--- src/rtl/core/orwa_pkg.sv ---
package orwa_pkg;

  localparam int TOL_W      = 7;
  localparam int AVG_W      = 10;
  localparam int COUNT_W    = 4;
  localparam int FACTOR_W   = 8;
  localparam int DATA_W     = 32;
  localparam int ADDR_W     = 3;

  localparam logic [TOL_W-1:0]    TOL_RESET     = 7'd10;
  localparam logic [FACTOR_W-1:0] PERCENT_SCALE = 8'd100;

  // register index, taken from paddr[2]
  localparam logic REG_TOLERANCE = 1'b0;

endpackage

--- src/rtl/core/orwa_if.sv ---
interface orwa_sample_if #(
  parameter int SAMPLE_BITS = 10
);
  logic                   valid;
  logic                   ready;
  logic [SAMPLE_BITS-1:0] sample;

  modport source (output valid, output sample, input ready);
  modport sink   (input valid, input sample, output ready);
endinterface

interface orwa_result_if;
  import orwa_pkg::*;
  logic               valid;
  logic               ready;
  logic [AVG_W-1:0]   filtered_average;
  logic [COUNT_W-1:0] kept_count;

  modport source (output valid, output filtered_average, output kept_count, input ready);
  modport sink   (input valid, input filtered_average, input kept_count, output ready);
endinterface

--- src/rtl/core/outlier_rejecting_window_average_core.sv ---
// channel   dir  payload                                   transfer when
// samples   in   sample[SAMPLE_BITS-1:0]                   valid && ready
// results   out  filtered_average[9:0], kept_count[3:0]    valid && ready
// config    in   apb, tolerance_percent at 0x0             psel && penable && pwrite
//
// one sample takes up to two rotations of the window plus two runs of the serial divider,
// whose dividend is SUM_W = SAMPLE_BITS + clog2(WINDOW_DEPTH) bits wide;
// samples.ready is high only between items
// a finished result waits in the output register, the next sample is taken meanwhile;
// a second result waits in the sequencer until the first one is transferred
// synchronous reset clears the window to zeros and tolerance to 10
module outlier_rejecting_window_average_core #(
  parameter int WINDOW_DEPTH = 10,
  parameter int SAMPLE_BITS  = 10
) (
  input  logic                          clk,
  input  logic                          rst,
  input  logic                          psel,
  input  logic                          penable,
  input  logic                          pwrite,
  input  logic [orwa_pkg::ADDR_W-1:0]   paddr,
  input  logic [orwa_pkg::DATA_W-1:0]   pwdata,
  output logic [orwa_pkg::DATA_W-1:0]   prdata,
  output logic                          pready,
  orwa_sample_if.sink                   samples,
  orwa_result_if.source                 results
);
  import orwa_pkg::*;

  localparam int IDX_W  = $clog2(WINDOW_DEPTH);
  localparam int CNT_W  = $clog2(WINDOW_DEPTH + 1);
  localparam int SUM_W  = SAMPLE_BITS + $clog2(WINDOW_DEPTH);
  localparam int PROD_W = SAMPLE_BITS + FACTOR_W;

  typedef enum logic [2:0] {
    IDLE, PASS1, LOAD1, DIV1, SCALE, PASS2, LOAD2, DIV2
  } state_t;

  state_t                 state;
  logic                   finish;
  logic [TOL_W-1:0]       tolerance;
  logic [SAMPLE_BITS-1:0] window [WINDOW_DEPTH];
  logic [IDX_W-1:0]       idx;
  logic [SUM_W-1:0]       sum;
  logic [CNT_W-1:0]       cnt1;
  logic [CNT_W-1:0]       cnt2;
  logic [SAMPLE_BITS-1:0] mean;
  logic [PROD_W-1:0]      lo;
  logic [PROD_W-1:0]      hi;
  logic [SAMPLE_BITS-1:0] res;
  logic [CNT_W-1:0]       kept;

  logic                   accept;
  logic                   last;
  logic [SAMPLE_BITS-1:0] tail;
  logic [PROD_W-1:0]      scaled;
  logic                   take1;
  logic                   take2;
  logic [SUM_W-1:0]       sum_next;
  logic [CNT_W-1:0]       cnt1_next;
  logic [CNT_W-1:0]       cnt2_next;
  logic                   div_start;
  logic [CNT_W-1:0]       div_divisor;
  logic                   div_done;
  logic [SUM_W-1:0]       div_quotient;

  assign pready = 1'b1;
  assign prdata = (paddr[2] == REG_TOLERANCE) ? DATA_W'(tolerance) : '0;

  always_ff @(posedge clk) begin
    if (rst) begin
      tolerance <= TOL_RESET;
    end else if (psel && penable && pwrite && paddr[2] == REG_TOLERANCE) begin
      tolerance <= pwdata[TOL_W-1:0];
    end
  end

  assign samples.ready = (state == IDLE) && !finish;
  assign accept        = samples.valid && samples.ready;
  assign last          = idx == IDX_W'(WINDOW_DEPTH - 1);
  assign tail          = window[WINDOW_DEPTH-1];
  assign scaled        = PROD_W'(tail) * PROD_W'(PERCENT_SCALE);
  assign take1         = tail != '0;
  assign take2         = scaled >= lo && scaled <= hi;
  assign sum_next      = sum + SUM_W'(tail);
  assign cnt1_next     = cnt1 + CNT_W'(1);
  assign cnt2_next     = cnt2 + CNT_W'(1);
  assign div_start     = (state == LOAD1) || (state == LOAD2);
  assign div_divisor   = (state == LOAD1) ? cnt1 : cnt2;

  orwa_div #(
    .DIVIDEND_W (SUM_W),
    .DIVISOR_W  (CNT_W)
  ) u_div (
    .clk      (clk),
    .rst      (rst),
    .start    (div_start),
    .dividend (sum),
    .divisor  (div_divisor),
    .done     (div_done),
    .quotient (div_quotient)
  );

  // window shifts on insert and rotates during each pass
  always_ff @(posedge clk) begin
    if (rst) begin
      for (int i = 0; i < WINDOW_DEPTH; i++) window[i] <= '0;
    end else if (accept || state == PASS1 || state == PASS2) begin
      window[0] <= accept ? samples.sample : tail;
      for (int i = 1; i < WINDOW_DEPTH; i++) window[i] <= window[i-1];
    end
  end

  always_ff @(posedge clk) begin
    if (rst) begin
      state         <= IDLE;
      finish        <= 1'b0;
      results.valid <= 1'b0;
      idx           <= '0;
    end else begin
      if (finish && (!results.valid || results.ready)) begin
        results.valid            <= 1'b1;
        results.filtered_average <= AVG_W'(res);
        results.kept_count       <= COUNT_W'(kept);
        finish                   <= 1'b0;
      end else if (results.valid && results.ready) begin
        results.valid <= 1'b0;
      end
      unique case (state)
        IDLE: begin
          if (accept) begin
            sum   <= '0;
            cnt1  <= '0;
            idx   <= '0;
            state <= PASS1;
          end
        end
        PASS1: begin
          if (take1) begin
            sum  <= sum_next;
            cnt1 <= cnt1_next;
          end
          idx <= idx + IDX_W'(1);
          if (last) begin
            if (!take1 && cnt1 == '0) begin
              res    <= '0;
              kept   <= '0;
              finish <= 1'b1;
              state  <= IDLE;
            end else begin
              state <= LOAD1;
            end
          end
        end
        LOAD1: state <= DIV1;
        DIV1: begin
          if (div_done) begin
            mean  <= div_quotient[SAMPLE_BITS-1:0];
            state <= SCALE;
          end
        end
        SCALE: begin
          lo    <= (tolerance >= TOL_W'(PERCENT_SCALE)) ? '0 :
                   PROD_W'(mean) * PROD_W'(PERCENT_SCALE - FACTOR_W'(tolerance));
          hi    <= PROD_W'(mean) * PROD_W'(PERCENT_SCALE + FACTOR_W'(tolerance));
          sum   <= '0;
          cnt2  <= '0;
          idx   <= '0;
          state <= PASS2;
        end
        PASS2: begin
          if (take2) begin
            sum  <= sum_next;
            cnt2 <= cnt2_next;
          end
          idx <= idx + IDX_W'(1);
          if (last) begin
            if (!take2 && cnt2 == '0) begin
              res    <= mean;
              kept   <= cnt1;
              finish <= 1'b1;
              state  <= IDLE;
            end else begin
              state <= LOAD2;
            end
          end
        end
        LOAD2: state <= DIV2;
        DIV2: begin
          if (div_done) begin
            res    <= div_quotient[SAMPLE_BITS-1:0];
            kept   <= cnt2;
            finish <= 1'b1;
            state  <= IDLE;
          end
        end
        default: state <= IDLE;
      endcase
    end
  end

endmodule

--- src/rtl/core/orwa_div.sv ---
module orwa_div #(
  parameter int DIVIDEND_W = 14,
  parameter int DIVISOR_W  = 4
) (
  input  logic                  clk,
  input  logic                  rst,
  input  logic                  start,
  input  logic [DIVIDEND_W-1:0] dividend,
  input  logic [DIVISOR_W-1:0]  divisor,
  output logic                  done,
  output logic [DIVIDEND_W-1:0] quotient
);

  localparam int STEP_W = $clog2(DIVIDEND_W + 1);

  logic                  busy;
  logic [STEP_W-1:0]     step;
  logic [DIVIDEND_W-1:0] quo;
  logic [DIVISOR_W-1:0]  rem;
  logic [DIVISOR_W-1:0]  dsr;
  logic [DIVISOR_W:0]    trial;
  logic [DIVISOR_W:0]    diff;
  logic                  ge;

  // one restoring step per cycle
  assign trial = {rem, quo[DIVIDEND_W-1]};
  assign ge    = trial >= {1'b0, dsr};
  assign diff  = trial - {1'b0, dsr};

  always_ff @(posedge clk) begin
    if (rst) begin
      busy <= 1'b0;
      done <= 1'b0;
      step <= '0;
    end else begin
      done <= !start && busy && (step == STEP_W'(1));
      if (start) begin
        quo  <= dividend;
        rem  <= '0;
        dsr  <= divisor;
        step <= STEP_W'(DIVIDEND_W);
        busy <= 1'b1;
      end else if (busy) begin
        quo  <= {quo[DIVIDEND_W-2:0], ge};
        rem  <= ge ? diff[DIVISOR_W-1:0] : trial[DIVISOR_W-1:0];
        step <= step - STEP_W'(1);
        if (step == STEP_W'(1)) begin
          busy <= 1'b0;
        end
      end
    end
  end

  assign quotient = quo;

endmodule

--- src/flat_wrapper.sv ---
// flat-port wrapper written by rule: the top's interface ports become plain ports
module outlier_rejecting_window_average_core_flat import orwa_pkg::*;
#(
  parameter int WINDOW_DEPTH = 10,
  parameter int SAMPLE_BITS  = 10
)
  (clk, rst, psel, penable, pwrite, paddr, pwdata, prdata, pready, samples_valid, samples_sample, samples_ready, results_valid, results_filtered_average, results_kept_count, results_ready);
  orwa_sample_if #(.SAMPLE_BITS(SAMPLE_BITS)) samples_i ();
  orwa_result_if results_i ();
  input  logic clk;
  input  logic rst;
  input  logic psel;
  input  logic penable;
  input  logic pwrite;
  input  logic [orwa_pkg::ADDR_W-1:0] paddr;
  input  logic [orwa_pkg::DATA_W-1:0] pwdata;
  output logic [orwa_pkg::DATA_W-1:0] prdata;
  output logic pready;
  input wire logic [$bits(samples_i.valid)-1:0] samples_valid;
  input wire logic [$bits(samples_i.sample)-1:0] samples_sample;
  output wire logic [$bits(samples_i.ready)-1:0] samples_ready;
  output wire logic [$bits(results_i.valid)-1:0] results_valid;
  output wire logic [$bits(results_i.filtered_average)-1:0] results_filtered_average;
  output wire logic [$bits(results_i.kept_count)-1:0] results_kept_count;
  input wire logic [$bits(results_i.ready)-1:0] results_ready;
  assign samples_i.valid = samples_valid;
  assign samples_i.sample = samples_sample;
  assign samples_ready = samples_i.ready;
  assign results_valid = results_i.valid;
  assign results_filtered_average = results_i.filtered_average;
  assign results_kept_count = results_i.kept_count;
  assign results_i.ready = results_ready;
  outlier_rejecting_window_average_core #(.WINDOW_DEPTH(WINDOW_DEPTH), .SAMPLE_BITS(SAMPLE_BITS)) u_core (.clk(clk), .rst(rst), .psel(psel), .penable(penable), .pwrite(pwrite), .paddr(paddr), .pwdata(pwdata), .prdata(prdata), .pready(pready), .samples(samples_i), .results(results_i));
endmodule
--- config.mk ---
export PLATFORM = sky130hd
export DESIGN_NAME = outlier_rejecting_window_average_core_flat
export DESIGN_NICKNAME = d
export VERILOG_FILES = /design/src/rtl/core/orwa_pkg.sv /design/src/rtl/core/orwa_if.sv /design/src/rtl/core/outlier_rejecting_window_average_core.sv /design/src/rtl/core/orwa_div.sv /design/src/flat_wrapper.sv
export SDC_FILE = /design/constraint.sdc
export NUM_CORES = 1
export LEC_CHECK = 0
export BUFFER_PORTS_ARGS = -buffer_cell sky130_fd_sc_hd__buf_4
export CAP_MARGIN = 20
export CORE_ASPECT_RATIO = 2
export CORE_MARGIN = 2
export CORE_UTILIZATION = 48
export CTS_CLUSTER_DIAMETER = 30
export DETAILED_ROUTE_END_ITERATION = 8
export PLACE_DENSITY = 0.72
export REMOVE_ABC_BUFFERS = 1
export SKIP_LAST_GASP = 1
export SYNTH_ARGS = -nofsm -noshare
export SYNTH_HDL_FRONTEND = slang
export SYNTH_SLANG_ARGS = --single-unit
export TNS_END_PERCENT = 30
--- constraint.sdc ---
create_clock -name clk -period 8 [get_ports clk]
set_clock_uncertainty 0.2 [all_clocks]
set_input_delay 1.2 -clock clk [delete_from_list [all_inputs] [get_ports clk]]
set_output_delay 1.2 -clock clk [all_outputs]
set_load 0.01 [all_outputs]
# Word-level counts from Yosys, hierarchy flattened
# Memories as Yosys holds them, arrays and structs flattened.
# Index checks and enable logic that the tools add are counted.
# classes
n_addsub	8
multipliers	3
n_lt_le_gt_ge	4
eq_ne	18
mux	66
n_bitwise	12
reduce_logical	45
# ops
cell	count
two-way mux 10 bit	16
two-way mux 14 bit	5
one-hot mux 14 bit (4 select lines)	1
two-way mux 4 bit	13
multiplier 10 x 18 -> 18 bit	2
one-hot mux 10 bit (3 select lines)	1
one-hot mux 3 bit (8 select lines)	1
one-hot mux 4 bit (3 select lines)	2
greater-or-equal comparator 17 x 18 -> 1 bit	1
less-or-equal comparator 17 x 18 -> 1 bit	1
two-way mux 3 bit	6
two-way mux 1 bit	16
one-hot mux 4 bit (2 select lines)	2
multiplier 10 x 5 -> 15 bit, second input constant	1
adder 14 x 10 -> 14 bit	1
adder 4 x 1 -> 4 bit, second input constant	3
== test 3 bit, second input constant	4
logical AND 1 bit	12
!= test 2 x 1 -> 1 bit, second input constant	5
bitwise OR 1 bit	10
AND reduction 2 bit	5
AND reduction 5 bit	2
nonzero test 10 bit	1
adder 7 x 7 -> 8 bit, first input constant	1
other kinds (25)	44
# word_totals
reg_bits	140
ram_bits	100
in_bits	52
out_inout_bits	49
memories	1
# memory_table
memory	depth	width	rd	rd_clocked_by_memory_dff	wr	line_no	rtl
u_core.window	10	10	10	0	10	outlier_rejecting_window_average_core.sv:42	logic [SAMPLE_BITS-1:0] window [WINDOW_DEPTH];

# Longest topological paths before layout
# depth
depth_word	9
depth_mapped	24
ltp_nobuf	23

# Modules after synthesis
# Synthesis repeated with hierarchy kept, for this count alone.
# hier_totals
cells_unflattened	1611
hier_area_um2	17335.4
# by_module_without_submodules
mod	n_inst	cells_per_inst	area_each_um2
outlier_rejecting_window_average_core	1	1508	15990.3
orwa_div	1	103	1345.0

# Least setup slack after synthesis
# Ideal clock, no wire load.
# synth_path
path_type	register to register
startpoint	register u_core.tolerance[2]
endpoint	register u_core.lo[14], data pin
setup_ns	0.266
arrival_time_ns	5.640
required_time_ns	7.534
setup_slack_ns	1.894
path_stages_with_launch	22
path_cell_list	dfxtp_1 clkbuf_1 inv_1 ha_1 a21oi_1 o21ai_0 xor2_1 and2_1 fa_1 fa_1 inv_1 fa_1 fa_1 fa_1 inv_1 ha_1 nor4_1 a21boi_0 o41a_1 o21ai_0 xnor2_1 nor2_1
# synth_via
elab_chain_cells	2
elab_cells_between_ends	3
# synth_rtl
element	line_no	rtl
start: declaration	outlier_rejecting_window_average_core.sv:41	logic [TOL_W-1:0] tolerance;
start signal: assignment	outlier_rejecting_window_average_core.sv:74	tolerance <= pwdata[TOL_W-1:0];
subtractor 7 x 7 -> 8 bit	outlier_rejecting_window_average_core.sv:164	PROD_W'(mean) * PROD_W'(PERCENT_SCALE - FACTOR_W'(tolerance));
multiplier 10 x 18 -> 18 bit	outlier_rejecting_window_average_core.sv:164	
end signal: assignment	outlier_rejecting_window_average_core.sv:163	lo <= (tolerance >= TOL_W'(PERCENT_SCALE)) ? '0 :
end: declaration	outlier_rejecting_window_average_core.sv:48	logic [PROD_W-1:0] lo;
# Parallel ways exist; a longest one is shown, timed or not.
# A chain may end at the register's enable or synchronous reset.

# Final worst setup path
# layout_path
startpoint	register u_core.tolerance[2]
endpoint	register u_core.lo[16], data pin
# Same word-level chain as after synthesis.

==> summary.txt <==
Synthesis Warnings -> 0
max layer used -> met4
Tcrit/Tclk final -> 87.1%
clk_lat worst skew -> 0.56 ns
sequential fraction of the synthesis area -> 39.9%
TritonCTS clock tree -> yes
Routed Antenna Nets -> 0
CTS Buf Count -> 31
worst slew pin tran -> 0.980 ns
Row Count -> 98
Post CTS Setup Buffer Count -> 0
most frequent cell on the critical path -> fa_1
io pins -> 101
worst vdd ir -> 0.207 mV
largest net degree at the start of global routing -> 93
fin. max-slew vios -> 0
fmax -> 143 MHz
port bufs -> 47
Synth Flop Type -> edfxtp_1
Synth cell types -> 67
clk slew on worst S/H paths -> 0.07 ns
filler cell count -> 3118
hold crit path type -> register to register
clock sink count -> 240
met2 wire length -> 20200 microns
WL met1 -> 12900 microns
initial antenna violation count -> 0
Fin Hold WS -> 0.218 ns
global-route wire length before repair -> 60300 microns
Worst EP required -> 8.10 ns
Syn Inst Count -> 1636
cts hold-fix bufs -> 0
number of synthesized flops with an enable pin -> 218
Seq pwr share -> 38.6%
routed vias/inst -> 5.37
CP max stage delay -> 0.64 ns
critical path arrival -> 7.07 ns
HPWL Detailed -> 27500 microns
DR WL met3 -> 1010 microns
combinational share of power -> 24.0%
Die X -> 139 microns
Power Dens Cells -> 200 nW/um^2
gr ovfl total -> 0
total track usage -> 19.5%
Final setup viols -> 0
vias in the first global route -> 12400
Initial Utilization -> 48.9%
CP Class -> register to register
Remaining DRCs -> 0
post_cts resized -> 0
area grow syn2layout -> 10.9%
slowest CP cell -> dfxtp_1
most frequent cells in the layout -> inv_1, edfxtp_1, and2_1
Final GP Congestion -> 0.856
crit-path cells -> inv_1, ha_1, a21oi_1, o21ai_0, xor2_1, and2_1, fa_1, fa_1, inv_1, fa_1, fa_1, fa_1, inv_1, ha_1, nor4_1, a21boi_0, o41a_1, o21ai_0, xnor2_1, nor2_1
DIE AREA -> 38100 sq um
layout cells sized above 1 -> 7.86%
status -> completed
cell leakage power -> 8.69 nW
asr flop ratio synth -> 0%
Clk pwr share -> 37.4%
Hold Vio Cnt, Final -> 0
slew margin rel. -> 34.6%
commonest non-fill, non-tap cell in the layout -> inv_1
Iter 0 DRT Violations -> 799
drt first pass iters -> 6
switch share -> 30.6%
Critical Path Sink Type -> register
DR vias -> 11600
syn_area_per_cell -> 10.7 sq um
total of max-cap violations -> 0
NetSw -> 1.19 mW
Nets -> 2029
routed len/inst -> 16.8 microns
crit-path max FO -> 13
WL final -> 36200 microns
mapped cell area -> 17500 sq um
Pint -> 2.70 mW
CP startpoint kind -> register
setup TNS -> 0 ns
CTS root buf -> clkbuf_16
Die H -> 274 microns
Placeable Area -> 35800 sq um
RSZ-0062 raised after global routing -> no
n_diodes -> 0
post-layout min period -> 6.97 ns
H-tree depth -> 1
clk buf depth -> 3
#FFs+latches synth -> 240
path summary, 6_finish.rpt:
check,startpoint,end,slack [ns],cells after the start
worst max-delay path,u_core.tolerance[2],u_core.lo[16],1.03,20
worst min-delay path,u_core.kept[1],u_core.results.kept_count[1],0.22,0
worst max register to register,u_core.tolerance[2],u_core.lo[16],1.03,20
worst min register to register,u_core.kept[1],u_core.results.kept_count[1],0.22,0
routing by layer:
metal	vias to the layer above	GRT usage (%)
li1	5487	-
met1	5718	20.2
met2	256	38.2
met3	114	1.87
met4	0	10.7
met5	-	0
layout make-up:
type / instances / area [sq um] / share of cell area, %
multi-input combinational: 1114 / 9380 / 48.4
inverter: 232 / 871 / 4.49
tap: 450 / 563 / 2.90
timing repair buffer: 63 / 497 / 2.56
sequential: 240 / 6990 / 36.0
clock buffer: 31 / 776 / 4.00
clock inverter: 25 / 323 / 1.66
sequential cells by signal, summed over array words and instances (netlist names), 3 cells and up:
register and flops:
u_core.cnt1 4, u_core.cnt2 4, u_core.hi 18, u_core.idx 4
u_core.kept 4, u_core.lo 18, u_core.mean 10, u_core.res 10
u_core.results.filtered_average 10, u_core.results.kept_count 4, u_core.state 3, u_core.sum 14
u_core.tolerance 7, u_core.u_div.dsr 4, u_core.u_div.quotient 14, u_core.u_div.rem 4
u_core.u_div.step 4, u_core.window 100
power by group through the flow:
stage / clock network [mW] / registers [mW] / logic, mW
after floorplan: 0 / 1.51 / 0.699
after global placement: 0 / 1.52 / 0.887
after detailed placement: 0 / 1.53 / 0.925
after CTS: 1.47 / 1.50 / 0.935
after global routing: 1.52 / 1.51 / 1.07
final: 1.45 / 1.50 / 0.931
cells by family after synthesis:
| kind of cell | Yosys count | share of synthesized area, % |
|---|---|---|
| buffers and inverters | 306 | 7.13 |
| XOR/XNOR | 59 | 2.95 |
| flip-flops | 240 | 39.9 |
| multiplexers | 8 | 0.472 |
| other | 2 | 0.0429 |
| AO/OA/AOI/OAI | 196 | 7.26 |
| adder cells (fa/ha/maj) | 295 | 26.7 |
| AND/OR/NAND/NOR | 530 | 15.5 |
cells in the mapped netlist (all sizes together) (3+ instances only):
cell,instances,area (sq um)
a211oi,16,120
a21o,10,75.1
a21oi,62,310
a22o,12,105
a31o,3,26.3
a31oi,4,25.0
and2,173,1080
and3,6,37.5
buf,30,210
clkbuf,44,165
dfxtp,22,440
edfxtp,218,6550
fa,130,2600
ha,165,2060
inv,232,871
mux2i,6,60.1
nand2,152,571
nand2b,9,56.3
nand3,10,50.1
nand4,7,43.8
nor2,87,327
nor2b,27,169
nor3,27,135
nor3b,3,22.5
nor4,6,43.8
nor4b,3,26.3
o21a,12,90.1
o21ai,44,220
o31ai,4,30.0
or3,10,67.6
or4,3,22.5
xnor2,40,350
xor2,19,166
critical path, delay by kind of cell, from the launching register on:
family,cells,cell delay [ns]
adders and majority gates,7,2.94
AOI/OAI and AO/OA,5,1.08
xor gates and xnor gates,2,0.76
and+or+nand+nor,3,0.72
DFF,1,0.64
buffers and inverters,3,0.34
stage by stage:
| stage | utilization, % | setup slack [ns] | instances | instance area (sq um) | power, mW |
|---|---|---|---|---|---|
| final | 54.2 | 1.03 | 2155 | 19400 | 3.88 |
| after global routing | 54.2 | 0.539 | 2155 | 19400 | 4.09 |
| after CTS | 54.1 | 1.00 | 2153 | 19400 | 3.91 |
| after detailed placement | 51.0 | 1.02 | 2097 | 18300 | 2.45 |
| after global placement | 51.0 | 1.22 | 2097 | 18300 | 2.41 |
| after floorplan | - | 2.00 | 1586 | 17200 | 2.21 |
(Power assumes the default switching activity.)
